<file path="src/design/aarm_pkg.sv">
// aarm_pkg: shared types, constants and per-cell datapath functions for the
// axis-angle rotation matrix pipeline.
// No dependencies; used by aarm_cell, aarm_skid and the top level.
package aarm_pkg;

    localparam int QB        = 30;
    localparam int MAX_OUT_W = 26;
    localparam int N_COEF    = 9;

    // one turn / (2*pi) in Q32, and pi/2 in Q30
    localparam logic [29:0] INV_TWO_PI = 30'd683565276;
    localparam logic [30:0] HALF_PI    = 31'd1686629713;
    localparam logic [30:0] Q_ONE      = 31'h4000_0000;

    typedef enum logic [4:0] {
        OP_ABS,
        OP_NORM,
        OP_SQUARE,
        OP_SUM,
        OP_SQRT,
        OP_DIV_INIT,
        OP_DIV,
        OP_TMUL,
        OP_QEST,
        OP_TFIX,
        OP_SIN_OUT,
        OP_SIGN,
        OP_PAIR,
        OP_MOMC,
        OP_OUT
    } op_t;

    typedef enum logic [1:0] {
        QUAD_I,
        QUAD_II,
        QUAD_III,
        QUAD_IV
    } quad_t;

    // everything an item carries down the chain
    typedef struct packed {
        logic [2:0][31:0] ax;
        logic [31:0]      ang;
        logic             zero;
        logic [2:0]       neg;
        logic [31:0]      mx;
        logic [2:0][31:0] mag;
        logic [2:0][59:0] sq;
        logic [61:0]      sqn;
        logic [63:0]      root;
        logic [2:0][31:0] drem;
        logic [2:0][30:0] quo;
        logic [61:0]      aprod;
        quad_t            quad;
        logic [1:0][30:0] arg;
        logic [1:0][30:0] x;
        logic [1:0][31:0] x2;
        logic [1:0][30:0] t;
        logic [1:0][31:0] v;
        logic [1:0][31:0] q0;
        logic [1:0][30:0] s;
        logic [31:0]      sn;
        logic [31:0]      cs;
        logic [32:0]      omc;
        logic [2:0][31:0] u;
        logic [5:0][31:0] pr;
        logic [2:0][31:0] us;
        logic [5:0][32:0] mo;
        logic [N_COEF-1:0][MAX_OUT_W-1:0] m;
    } item_t;

    typedef struct packed {
        logic                             zero;
        logic [N_COEF-1:0][MAX_OUT_W-1:0] m;
    } res_t;

    // taylor divisors of the sine polynomial
    function automatic logic [6:0] sin_div(input int k);
        logic [6:0] r;
        case (k)
            0:       r = 7'd110;
            1:       r = 7'd72;
            2:       r = 7'd42;
            3:       r = 7'd20;
            default: r = 7'd6;
        endcase
        return r;
    endfunction

    // floor(2^36 / divisor)
    function automatic logic [33:0] sin_recip(input int k);
        logic [33:0] r;
        case (k)
            0:       r = 34'd624722515;
            1:       r = 34'd954437176;
            2:       r = 34'd1636178017;
            3:       r = 34'd3435973836;
            default: r = 34'd11453246122;
        endcase
        return r;
    endfunction

    // q30 product, rounded half up
    function automatic logic signed [32:0] mulq(input logic signed [32:0] a,
                                                input logic signed [32:0] b);
        logic signed [65:0] p;
        logic signed [65:0] r;
        p = a * b;
        r = (p + 66'sd536870912) >>> QB;
        return r[32:0];
    endfunction

    function automatic logic [MAX_OUT_W-1:0] round_sat(input logic signed [33:0] sum,
                                                       input int frac);
        logic signed [33:0] rnd;
        logic signed [33:0] lim;
        rnd = (sum + (34'sd1 <<< (QB - frac - 1))) >>> (QB - frac);
        lim = 34'sd1 <<< frac;
        if (rnd > lim)
        begin
            rnd = lim;
        end
        if (rnd < -lim)
        begin
            rnd = -lim;
        end
        return rnd[MAX_OUT_W-1:0];
    endfunction

    function automatic item_t cell_op(input op_t op, input int arg, input int frac,
                                      input item_t d);
        item_t              o;
        int                 i;
        int                 msb;
        logic signed [61:0] aprod_s;
        logic [31:0]        phase;
        logic [61:0]        p62;
        logic [62:0]        p63;
        logic [65:0]        p66;
        logic [38:0]        p39;
        logic [63:0]        bitv;
        logic [63:0]        trial;
        logic [32:0]        dtrial;
        logic [31:0]        rem;
        logic [31:0]        qv;
        logic signed [31:0] sa;
        logic signed [31:0] sb;
        logic signed [31:0] sn_v;
        logic signed [31:0] cs_v;
        logic signed [33:0] sum;
        logic [31:0]        uq;
        o   = d;
        msb = 0;
        case (op)
            OP_ABS:
            begin
                o.mx = '0;
                for (i = 0; i < 3; i++)
                begin
                    o.neg[i] = d.ax[i][31];
                    o.mag[i] = d.ax[i][31] ? 32'(-d.ax[i]) : d.ax[i];
                    if (o.mag[i] > o.mx)
                    begin
                        o.mx = o.mag[i];
                    end
                end
                o.zero  = (o.mx == '0);
                aprod_s = $signed(d.ang) * $signed({1'b0, INV_TWO_PI});
                o.aprod = aprod_s;
            end
            OP_NORM:
            begin
                // bring the largest magnitude into [2^29, 2^30)
                for (i = 0; i < 32; i++)
                begin
                    if (d.mx[i])
                    begin
                        msb = i;
                    end
                end
                for (i = 0; i < 3; i++)
                begin
                    if (msb > 29)
                    begin
                        o.mag[i] = d.mag[i] >> (msb - 29);
                    end
                    else
                    begin
                        o.mag[i] = d.mag[i] << (29 - msb);
                    end
                end
                phase    = 32'(d.aprod >> frac);
                o.quad   = quad_t'(phase[31:30]);
                o.arg[0] = {1'b0, phase[29:0]};
                o.arg[1] = Q_ONE - {1'b0, phase[29:0]};
            end
            OP_SQUARE:
            begin
                for (i = 0; i < 3; i++)
                begin
                    o.sq[i] = d.mag[i][29:0] * d.mag[i][29:0];
                end
                for (i = 0; i < 2; i++)
                begin
                    p62     = d.arg[i] * HALF_PI;
                    o.x[i]  = p62[60:30];
                end
            end
            OP_SUM:
            begin
                o.sqn  = {2'b0, d.sq[0]} + {2'b0, d.sq[1]} + {2'b0, d.sq[2]};
                o.root = '0;
                for (i = 0; i < 2; i++)
                begin
                    p62     = d.x[i] * d.x[i];
                    o.x2[i] = p62[61:30];
                    o.t[i]  = Q_ONE;
                end
            end
            OP_SQRT:
            begin
                bitv  = 64'd1 << arg;
                trial = d.root + bitv;
                if ({2'b0, d.sqn} >= trial)
                begin
                    o.sqn  = 62'({2'b0, d.sqn} - trial);
                    o.root = (d.root >> 1) + bitv;
                end
                else
                begin
                    o.root = d.root >> 1;
                end
            end
            OP_DIV_INIT:
            begin
                for (i = 0; i < 3; i++)
                begin
                    o.drem[i] = {1'b0, d.mag[i][31:1]};
                end
                o.quo = '0;
            end
            OP_DIV:
            begin
                for (i = 0; i < 3; i++)
                begin
                    // dividend is mag * 2^30, so only its bit 30 can be set here
                    dtrial = {d.drem[i], (arg == 30) ? d.mag[i][0] : 1'b0};
                    if (dtrial >= {1'b0, d.root[31:0]})
                    begin
                        o.drem[i]     = 32'(dtrial - {1'b0, d.root[31:0]});
                        o.quo[i][arg] = 1'b1;
                    end
                    else
                    begin
                        o.drem[i] = dtrial[31:0];
                    end
                end
            end
            OP_TMUL:
            begin
                for (i = 0; i < 2; i++)
                begin
                    p63    = d.x2[i] * d.t[i];
                    o.v[i] = p63[61:30];
                end
            end
            OP_QEST:
            begin
                // reciprocal estimate, low by at most one
                for (i = 0; i < 2; i++)
                begin
                    p66     = d.v[i] * sin_recip(arg);
                    o.q0[i] = {2'b0, p66[65:36]};
                end
            end
            OP_TFIX:
            begin
                for (i = 0; i < 2; i++)
                begin
                    p39    = d.q0[i] * sin_div(arg);
                    rem    = d.v[i] - p39[31:0];
                    qv     = d.q0[i] + ((rem >= {25'd0, sin_div(arg)}) ? 32'd1 : 32'd0);
                    o.t[i] = Q_ONE - qv[30:0];
                end
            end
            OP_SIN_OUT:
            begin
                for (i = 0; i < 2; i++)
                begin
                    p62    = d.x[i] * d.t[i];
                    o.s[i] = p62[60:30];
                end
            end
            OP_SIGN:
            begin
                sa = $signed({1'b0, d.s[0]});
                sb = $signed({1'b0, d.s[1]});
                case (d.quad)
                    QUAD_I:
                    begin
                        sn_v = sa;
                        cs_v = sb;
                    end
                    QUAD_II:
                    begin
                        sn_v = sb;
                        cs_v = -sa;
                    end
                    QUAD_III:
                    begin
                        sn_v = -sa;
                        cs_v = -sb;
                    end
                    default:
                    begin
                        sn_v = -sb;
                        cs_v = sa;
                    end
                endcase
                o.sn  = sn_v;
                o.cs  = cs_v;
                o.omc = $signed(33'sd1073741824) - $signed({cs_v[31], cs_v});
                for (i = 0; i < 3; i++)
                begin
                    uq       = {1'b0, d.quo[i]};
                    o.u[i]   = d.neg[i] ? 32'(-uq) : uq;
                end
            end
            OP_PAIR:
            begin
                o.pr[0] = 32'(mulq({d.u[0][31], d.u[0]}, {d.u[0][31], d.u[0]}));
                o.pr[1] = 32'(mulq({d.u[1][31], d.u[1]}, {d.u[1][31], d.u[1]}));
                o.pr[2] = 32'(mulq({d.u[2][31], d.u[2]}, {d.u[2][31], d.u[2]}));
                o.pr[3] = 32'(mulq({d.u[0][31], d.u[0]}, {d.u[1][31], d.u[1]}));
                o.pr[4] = 32'(mulq({d.u[1][31], d.u[1]}, {d.u[2][31], d.u[2]}));
                o.pr[5] = 32'(mulq({d.u[2][31], d.u[2]}, {d.u[0][31], d.u[0]}));
                for (i = 0; i < 3; i++)
                begin
                    o.us[i] = 32'(mulq({d.u[i][31], d.u[i]}, {d.sn[31], d.sn}));
                end
            end
            OP_MOMC:
            begin
                for (i = 0; i < 6; i++)
                begin
                    o.mo[i] = mulq(d.omc, {d.pr[i][31], d.pr[i]});
                end
            end
            OP_OUT:
            begin
                sum = $signed(d.mo[0]) + $signed(d.cs);
                o.m[0] = round_sat(sum, frac);
                sum = $signed(d.mo[3]) - $signed(d.us[2]);
                o.m[1] = round_sat(sum, frac);
                sum = $signed(d.mo[5]) + $signed(d.us[1]);
                o.m[2] = round_sat(sum, frac);
                sum = $signed(d.mo[3]) + $signed(d.us[2]);
                o.m[3] = round_sat(sum, frac);
                sum = $signed(d.mo[1]) + $signed(d.cs);
                o.m[4] = round_sat(sum, frac);
                sum = $signed(d.mo[4]) - $signed(d.us[0]);
                o.m[5] = round_sat(sum, frac);
                sum = $signed(d.mo[5]) - $signed(d.us[1]);
                o.m[6] = round_sat(sum, frac);
                sum = $signed(d.mo[4]) + $signed(d.us[0]);
                o.m[7] = round_sat(sum, frac);
                sum = $signed(d.mo[2]) + $signed(d.cs);
                o.m[8] = round_sat(sum, frac);
                if (d.zero)
                begin
                    // zero-length axis: identity
                    for (i = 0; i < N_COEF; i++)
                    begin
                        o.m[i] = (i == 0 || i == 4 || i == 8) ?
                                 MAX_OUT_W'(34'sd1 <<< frac) : '0;
                    end
                end
            end
            default:
            begin
                o = d;
            end
        endcase
        return o;
    endfunction

endpackage

</file>
<file path="src/design/aarm_skid.sv">
// aarm_skid: two-entry output buffer that lets the chain keep moving while
// one result waits. Depends on aarm_pkg.
module aarm_skid (
    input  logic           clk,
    input  logic           rst_n,
    input  logic           push,
    input  aarm_pkg::res_t push_data,
    output logic           room,
    output logic           out_valid,
    input  logic           out_ready,
    output aarm_pkg::res_t out_data
);

    logic           out_valid_reg;
    logic           spare_valid_reg;
    aarm_pkg::res_t out_data_reg;
    aarm_pkg::res_t spare_data_reg;
    logic           pop;
    logic           push_ok;

    assign room    = !spare_valid_reg;
    assign pop     = out_valid_reg && out_ready;
    assign push_ok = push && room;

    always_ff @(posedge clk or negedge rst_n)
    begin
        if (!rst_n)
        begin
            out_valid_reg   <= 1'b0;
            spare_valid_reg <= 1'b0;
        end
        else if (!out_valid_reg)
        begin
            out_valid_reg <= push_ok;
        end
        else if (pop)
        begin
            if (spare_valid_reg)
            begin
                spare_valid_reg <= 1'b0;
            end
            else
            begin
                out_valid_reg <= push_ok;
            end
        end
        else if (push_ok)
        begin
            spare_valid_reg <= 1'b1;
        end
    end

    always_ff @(posedge clk)
    begin
        if (!out_valid_reg || pop)
        begin
            out_data_reg <= spare_valid_reg ? spare_data_reg : push_data;
        end
        if (out_valid_reg && !pop && push_ok)
        begin
            spare_data_reg <= push_data;
        end
    end

    assign out_valid = out_valid_reg;
    assign out_data  = out_data_reg;

endmodule

</file>
<file path="config.mk">
export PLATFORM = sky130hd
export DESIGN_NAME = aarm_skid
export DESIGN_NICKNAME = d
export VERILOG_FILES = /design/src/design/aarm_pkg.sv /design/src/design/aarm_skid.sv
export SDC_FILE = /design/constraint.sdc
export NUM_CORES = 1
export LEC_CHECK = 0
export BUFFER_PORTS_ARGS = -buffer_cell sky130_fd_sc_hd__buf_2
export CORE_MARGIN = 4
export CORE_UTILIZATION = 32
export CTS_CLUSTER_DIAMETER = 200
export CTS_CLUSTER_SIZE = 24
export DETAILED_ROUTE_END_ITERATION = 12
export SYNTH_ARGS = -nofsm -noshare
export SYNTH_HDL_FRONTEND = slang
export SYNTH_SLANG_ARGS = --single-unit
</file>
<file path="constraint.sdc">
create_clock -name clk -period 27.6 [get_ports clk]
set_input_delay 8.28 -clock clk [delete_from_list [all_inputs] [get_ports clk]]
set_output_delay 8.28 -clock clk [all_outputs]
set_load 0.01 [all_outputs]
</file>
Word-level counts from Yosys, hierarchy flattened

Index checks and enable logic that the tools add are counted.
Widths: inputs -> output; s select.

Bits in registers: 472
Input bits: 239
Word-level logic and storage cells: 38

Muxes and demuxes: 6
Reduce and logical (&&, ||, !) cells: 10

Operators by type and width:

| cell              | count |
|---|---|
| $mux 235          | 1 |
| $mux 1            | 5 |
| $logic_and 1x1->1 | 4 |
| $logic_not 1->1   | 3 |
| $reduce_and 2->1  | 1 |
| $reduce_bool 2->1 | 1 |
| $logic_or 1x1->1  | 1 |

Depth between registers and ports, before layout

Gate-level depths: netlist of the first run.

Word-level depth: 5
Depth in mapped cells: 5
Depth with buffers taken out: 2

Least setup slack after synthesis of the first run

Ideal clock, no wire load.

Kind: input port to flip-flop
Start: in out_ready
End: reg spare_data_reg[0] in the netlist's numbering, enable pin
Setup time: 2.847 ns
Data arrival time: 31.203 ns
Path slack: -6.450 ns
Cell stages on the path: 2
Path buffers: 0
Cells stage by stage: nand2b_1 nor2_1

Cells in the longest elaborated chain, start to end: 4

Ends and longest elaborated chain:

| element                        | RTL line        | RTL |
|---|---|---|
| start, declared                | aarm_skid.sv:10 | `input logic out_ready,` |
| $logic_and 1x1->1              | aarm_skid.sv:22 | `assign pop = out_valid_reg && out_ready;` |
| $logic_not 1->1                | aarm_skid.sv:59 | `if (out_valid_reg && !pop && push_ok)` |
| $logic_and 1x1->1 (2 in a row) | aarm_skid.sv:59 |  |
| end signal, assigned           | aarm_skid.sv:61 | `spare_data_reg <= push_data;` |
| end, declared                  | aarm_skid.sv:17 | `aarm_pkg::res_t spare_data_reg;` |

Every way passes these cells.
A chain may end at the register's enable or synchronous reset.

Worst setup path after layout of the first run

Start: in out_ready
End: reg spare_data_reg[229] in the netlist's numbering, enable pin

The elaborated chain is that of the path after synthesis.

==> results.cfg, run 1 <==
[outcome]
status = complete, no violations

[sta]
drv_slew = 0
finalCritPeriodShare = 0.407
fin_crit_ns = 11.23
fmax_ghz = 0.0891
clock_skew_ns = 0.0140
setup_viol = 0
tightest_slew_ns = 1.10
max_slew_margin = 0.267
fin_tns_setup_ns = 0
hold_violations = 0
rsz0062_at_grt = false

[grt]
met2_usage = 0.201
grt_pass1_vias = 8984
antenna_found_initial = 11
grt_pass1_wl_um = 55600
grtUsageMet1 = 0.142
gr-usage-met3 = 0.0456
grt_max_degree = 76
overflow = 0
grtUsageTotal = 0.119
busiest_layer = met2

[drt]
wire_per_inst_um = 19.1
vias = 8507
drc = 0
via_per_inst = 4.28
drtIter0Drc = 437
dr.pass1.iters = 4
routed_wirelength_um = 38000
drtAntennaViolNets = 0

[worst_setup_path]
end_kind = flip-flop
reg2reg_slack_ns = 23.77
rr_endpoint = spare_data_reg[229]
path_max_fanout = 75
cp.required_ns = 27.78
r2r-start = spare_valid_reg
cp.arrival_ns = 11.41
crit_type = in -> reg
start_kind = input port
worst_r2r_path_depth = 4

[yosys]
ys_seq_elements = 472
synth-seq-area-share = 0.788
syn_area_um2 = 18000
yosysUniqueCellTypes = 13
synth.avg_cell_area_um2 = 24.2
syn_inst = 743
ys.warnings.count = 0
synth.net_count = 982

[hold_path]
holdPathEnd = out_data[225]
hp-class = reg -> reg
min_delay_path_depth = 1
min-delay-start = spare_data_reg[225]

[place]
dp_hpwl_um = 26700
gp_congestion = 0.765
placed_cell_area_um2 = 21000
numPortBuffers = 475

[clock_network]
cts_resized = 0
insertion_delay_ns = 0.56
post_cts_buffers = 0
cts_inserted_buffers = 23
clkTransAtPathRegs_ns = 0.10
clock_path_buffers = 3
root_buffer = clkbuf_16
cts.sinks = 472
cts_max_level = 1
ctsHoldBuffers = 0
cts_tree = done

[layout]
multi_input_area_um2 = 3480
fin_nets = 1465
layout.area.seq_um2 = 14200
fill_cells = 5131
syn_to_final_growth_pct = 20.6
layout-drive-gt1-share = 0.606
finalInstanceArea_um2 = 21700

[power]
ir_drop_mv = 0.0749
power-per-cell-area_nw_per_um2 = 95.2
power.leakage_nw = 8.55

[die]
boundaryPins = 476
core_area_um2 = 55300
die_h_um = 245
dieArea_um2 = 60000
die_w_um = 245
start_util = 0.325
rows = 86

[flow_run]
drv_cap = 0
## cell usage after synthesis
library cell | n | area share
o21ai_0 | 1 | 0.00028
mux2_4 | 208 | 0.17
nor2_1 | 1 | 0.00021
nor2b_1 | 1 | 0.00035
inv_1 | 2 | 0.00042
buf_6 | 13 | 0.0081
buf_8 | 12 | 0.010
edfxtp_1 | 470 | 0.79
a21oi_1 | 2 | 0.00056
dfrtp_1 | 2 | 0.0028
mux2_2 | 27 | 0.017
nand2b_1 | 2 | 0.00070
buf_2 | 2 | 0.00056
## worst max-delay path: stages
cell and delay (ns):
buf_2 0.11, nand2b_4 0.45, nor2_4 0.75, buf_4 0.93
buf_4 0.82
## routing by layer
layer  wire [µm]  share of wire
met1       15200           0.40
met2       18400           0.48
met3        3420          0.090
met4         997          0.026
met5          52         0.0014
## cell families after synthesis
family / synth area share
buf+inv: 0.0191
compound gates: 0.000835
mux: 0.191
flops: 0.788
simple gates: 0.00125
## final cells by class
cell class / instances / share of cell area
Sequential cell: 472 / 0.654
Clock buffer: 31 / 0.0279
Inverter: 2 / 0.000346
Tap cell: 748 / 0.0432
Multi-Input combinational cell: 242 / 0.161
Timing Repair Buffer: 485 / 0.113
Antenna cell: 6 / 0.000693
Clock inverter: 1 / 0.000404
## report_power, final
| group | internal (mW) | switching (mW) | leakage, nW |
|---|---|---|---|
| sequential | 1.02 | 0.0596 | 4.54 |
| combinational | 0.302 | 0.314 | 3.71 |
| clock | 0.155 | 0.213 | 0.297 |
| total | 1.48 | 0.587 | 8.55 |
## stage by stage
| step | std cells | util | hold slack, ns | setup WS, ns | total power, mW |
|---|---|---|---|---|---|
| floorplan | 743 | - | 0.523 | 4.42 | 1.55 |
| global placement | 1949 | 0.380 | 0.530 | 15.63 | 1.72 |
| detailed placement | 1949 | 0.380 | 0.532 | 15.56 | 1.73 |
| CTS | 1981 | 0.392 | 0.545 | 16.17 | 2.10 |
| global route | 1985 | 0.392 | 0.563 | 16.07 | 2.17 |
| finish | 1987 | 0.392 | 0.541 | 16.37 | 2.06 |
## cell usage in the layout (no fill, tap or decap), types with 2 or more instances in the layout
master / n
edfxtp_1: 470
inv_1: 2
clkbuf_1: 8
a21oi_1: 2
diode_2: 6
clkbuf_16: 23
buf_2: 475
mux2_4: 208
buf_4: 10
mux2_2: 27
## worst max path at each step
stage / start / end / slack, ns / cells after the start
finish: out_ready / spare_data_reg[229] / 16.37 / 5
global route: out_ready / spare_data_reg[229] / 16.07 / 5
detailed placement: out_ready / spare_data_reg[149] / 15.56 / 5
global placement: out_ready / spare_data_reg[156] / 15.63 / 5
floorplan: out_ready / spare_data_reg[0] / 4.42 / 2
CTS: out_ready / spare_data_reg[229] / 16.17 / 5
Power figures use the tool's default switching activity.
==> inputs of run 2 (changes only) <==
==> constraint.sdc (replaced) <==
create_clock -name clk -period 9.3 [get_ports clk]
set_input_delay 2.79 -clock clk [delete_from_list [all_inputs] [get_ports clk]]
set_output_delay 2.79 -clock clk [all_outputs]
set_load 0.01 [all_outputs]
==> results.cfg, run 2 (same netlist as run 1, synthesis figures left out) <==
[outcome]
status = complete, no violations

[clock_network]
cts_resized = 0
root_buffer = clkbuf_16
clkTransAtPathRegs_ns = 0.10
cts_max_level = 1
post_cts_buffers = 0
cts.sinks = 472
insertion_delay_ns = 0.57
clock_path_buffers = 3
cts_inserted_buffers = 23
cts_tree = done
ctsHoldBuffers = 0

[layout]
finalNonFillerCells = 1988
finalInstanceArea_um2 = 21700
layout-drive-gt1-share = 0.605
layout.area.seq_um2 = 14200
syn_to_final_growth_pct = 20.8
fin_nets = 1464
final_cell_mix = 475 x buf_2, 470 x edfxtp_1, 208 x mux2_4
multi_input_area_um2 = 3480
fill_cells = 5141
layout_commonest_cell = buf_2

[place]
numPortBuffers = 475
placed_cell_area_um2 = 21100
dp_hpwl_um = 26600
gp_congestion = 0.755
place_inst = 1948

[hold_path]
hp-class = reg -> reg
min-delay-start = spare_data_reg[176]
holdPathEnd = out_data[176]
min_delay_path_depth = 1

[drt]
dr.pass1.iters = 4
via_per_inst = 4.28
routed_wirelength_um = 38000
wire_per_inst_um = 19.1
drtAntennaViolNets = 0
vias = 8506
drc = 0
drtIter0Drc = 389

[worst_setup_path]
path_cells = buf_2, nand2b_4, nor2_4, buf_4, buf_4
start_kind = input port
critical-path-top-delay-family = buffers and inverters
startpoint = out_ready
cp.arrival_ns = 4.98
crit_path_top_delay_cell = buf_4
crit_top_cell = buf_4
path_max_fanout = 69
end_kind = flip-flop
crit_type = in -> reg
rr_endpoint = out_data[60]
cp.required_ns = 9.48
cp_slowest_stage_delay_ns = 0.80
worst_r2r_path_depth = 3
reg2reg_slack_ns = 5.90
r2r-start = spare_valid_reg
cp_num_buf_inv = 3

[die]
start_util = 0.325
core_area_um2 = 55300
boundaryPins = 476
rows = 86
dieArea_um2 = 60000
die_h_um = 245
die_w_um = 245

[sta]
max_slew_margin = 0.289
rsz0062_at_grt = false
tightest_slew_ns = 1.07
fin_tns_setup_ns = 0
hold_violations = 0
hold_ws_ns = 0.537
drv_slew = 0
finalCritPeriodShare = 0.516
fin_crit_ns = 4.80
clock_skew_ns = 0.0228
setup_viol = 0
fmax_ghz = 0.208

[power]
power.leakage_nw = 8.56
ir_drop_mv = 0.209
p_total_mw = 6.14
power-per-cell-area_nw_per_um2 = 283

[grt]
grt_pass1_vias = 8932
antenna_found_initial = 12
grtUsageTotal = 0.119
gr-usage-met3 = 0.0424
grt_pass1_wl_um = 55900
grtUsageMet1 = 0.151
overflow = 0
busiest_layer = met2
grt_max_degree = 135
met2_usage = 0.198

[flow_run]
drv_cap = 0
-- run 2: cell types whose count changed in the layout (fill, tap and decap cells not counted), sizes merged --
| cell | previous run | this run |
|---|---|---|
| buf | 485 | 484 |
| clkbuf | 31 | 32 |
| inv | 3 | 4 |
-- run 2: metal layers --
layer | up-vias | part of all wire
met5 | - | 0.0015
met4 | 10 | 0.023
met3 | 50 | 0.083
met2 | 281 | 0.48
met1 | 4258 | 0.41
li1 | 3907 | -
-- run 2: stage by stage --
| step | utilization | setup WS, ns |
|---|---|---|
| 6_report | 0.392 | 4.50 |
| 4_1_cts | 0.392 | 4.48 |
| 2_1_floorplan | - | -5.88 |
| 3_5_place_dp | 0.381 | 3.87 |
| 3_3_place_gp | 0.381 | 3.89 |
| 5_1_grt | 0.392 | 4.34 |
-- run 2: area by class of cell --
cell class                      instances  area share
Antenna cell                            6    0.000692
Inverter                                2    0.000346
Sequential cell                       472       0.653
Timing Repair Buffer                  484       0.114
Clock buffer                           32      0.0281
Clock inverter                          2    0.000807
Multi-Input combinational cell        242       0.160
Tap cell                              748      0.0431
-- run 2: worst max path at each step --
stage	endpoint	slack, ns	cells past startpoint
after global placement	spare_data_reg[62]	3.89	5
final	spare_data_reg[62]	4.50	5
after CTS	spare_data_reg[59]	4.48	5
after global routing	spare_data_reg[59]	4.34	5
after floorplan	spare_data_reg[0]	-5.88	2
after detailed placement	spare_data_reg[65]	3.87	5
-- run 2: power breakdown --
part	internal, mW	switching (mW)
Sequential	3.02	0.189
Combinational	0.900	0.925
Clock	0.463	0.641
Total	4.39	1.76
-- run 2: worst register-to-register path, cell delays in order, from the launching register on --
cell and delay [ns]:
dfrtp_4 0.95, buf_4 0.85, buf_4 0.93, mux2_4 0.42
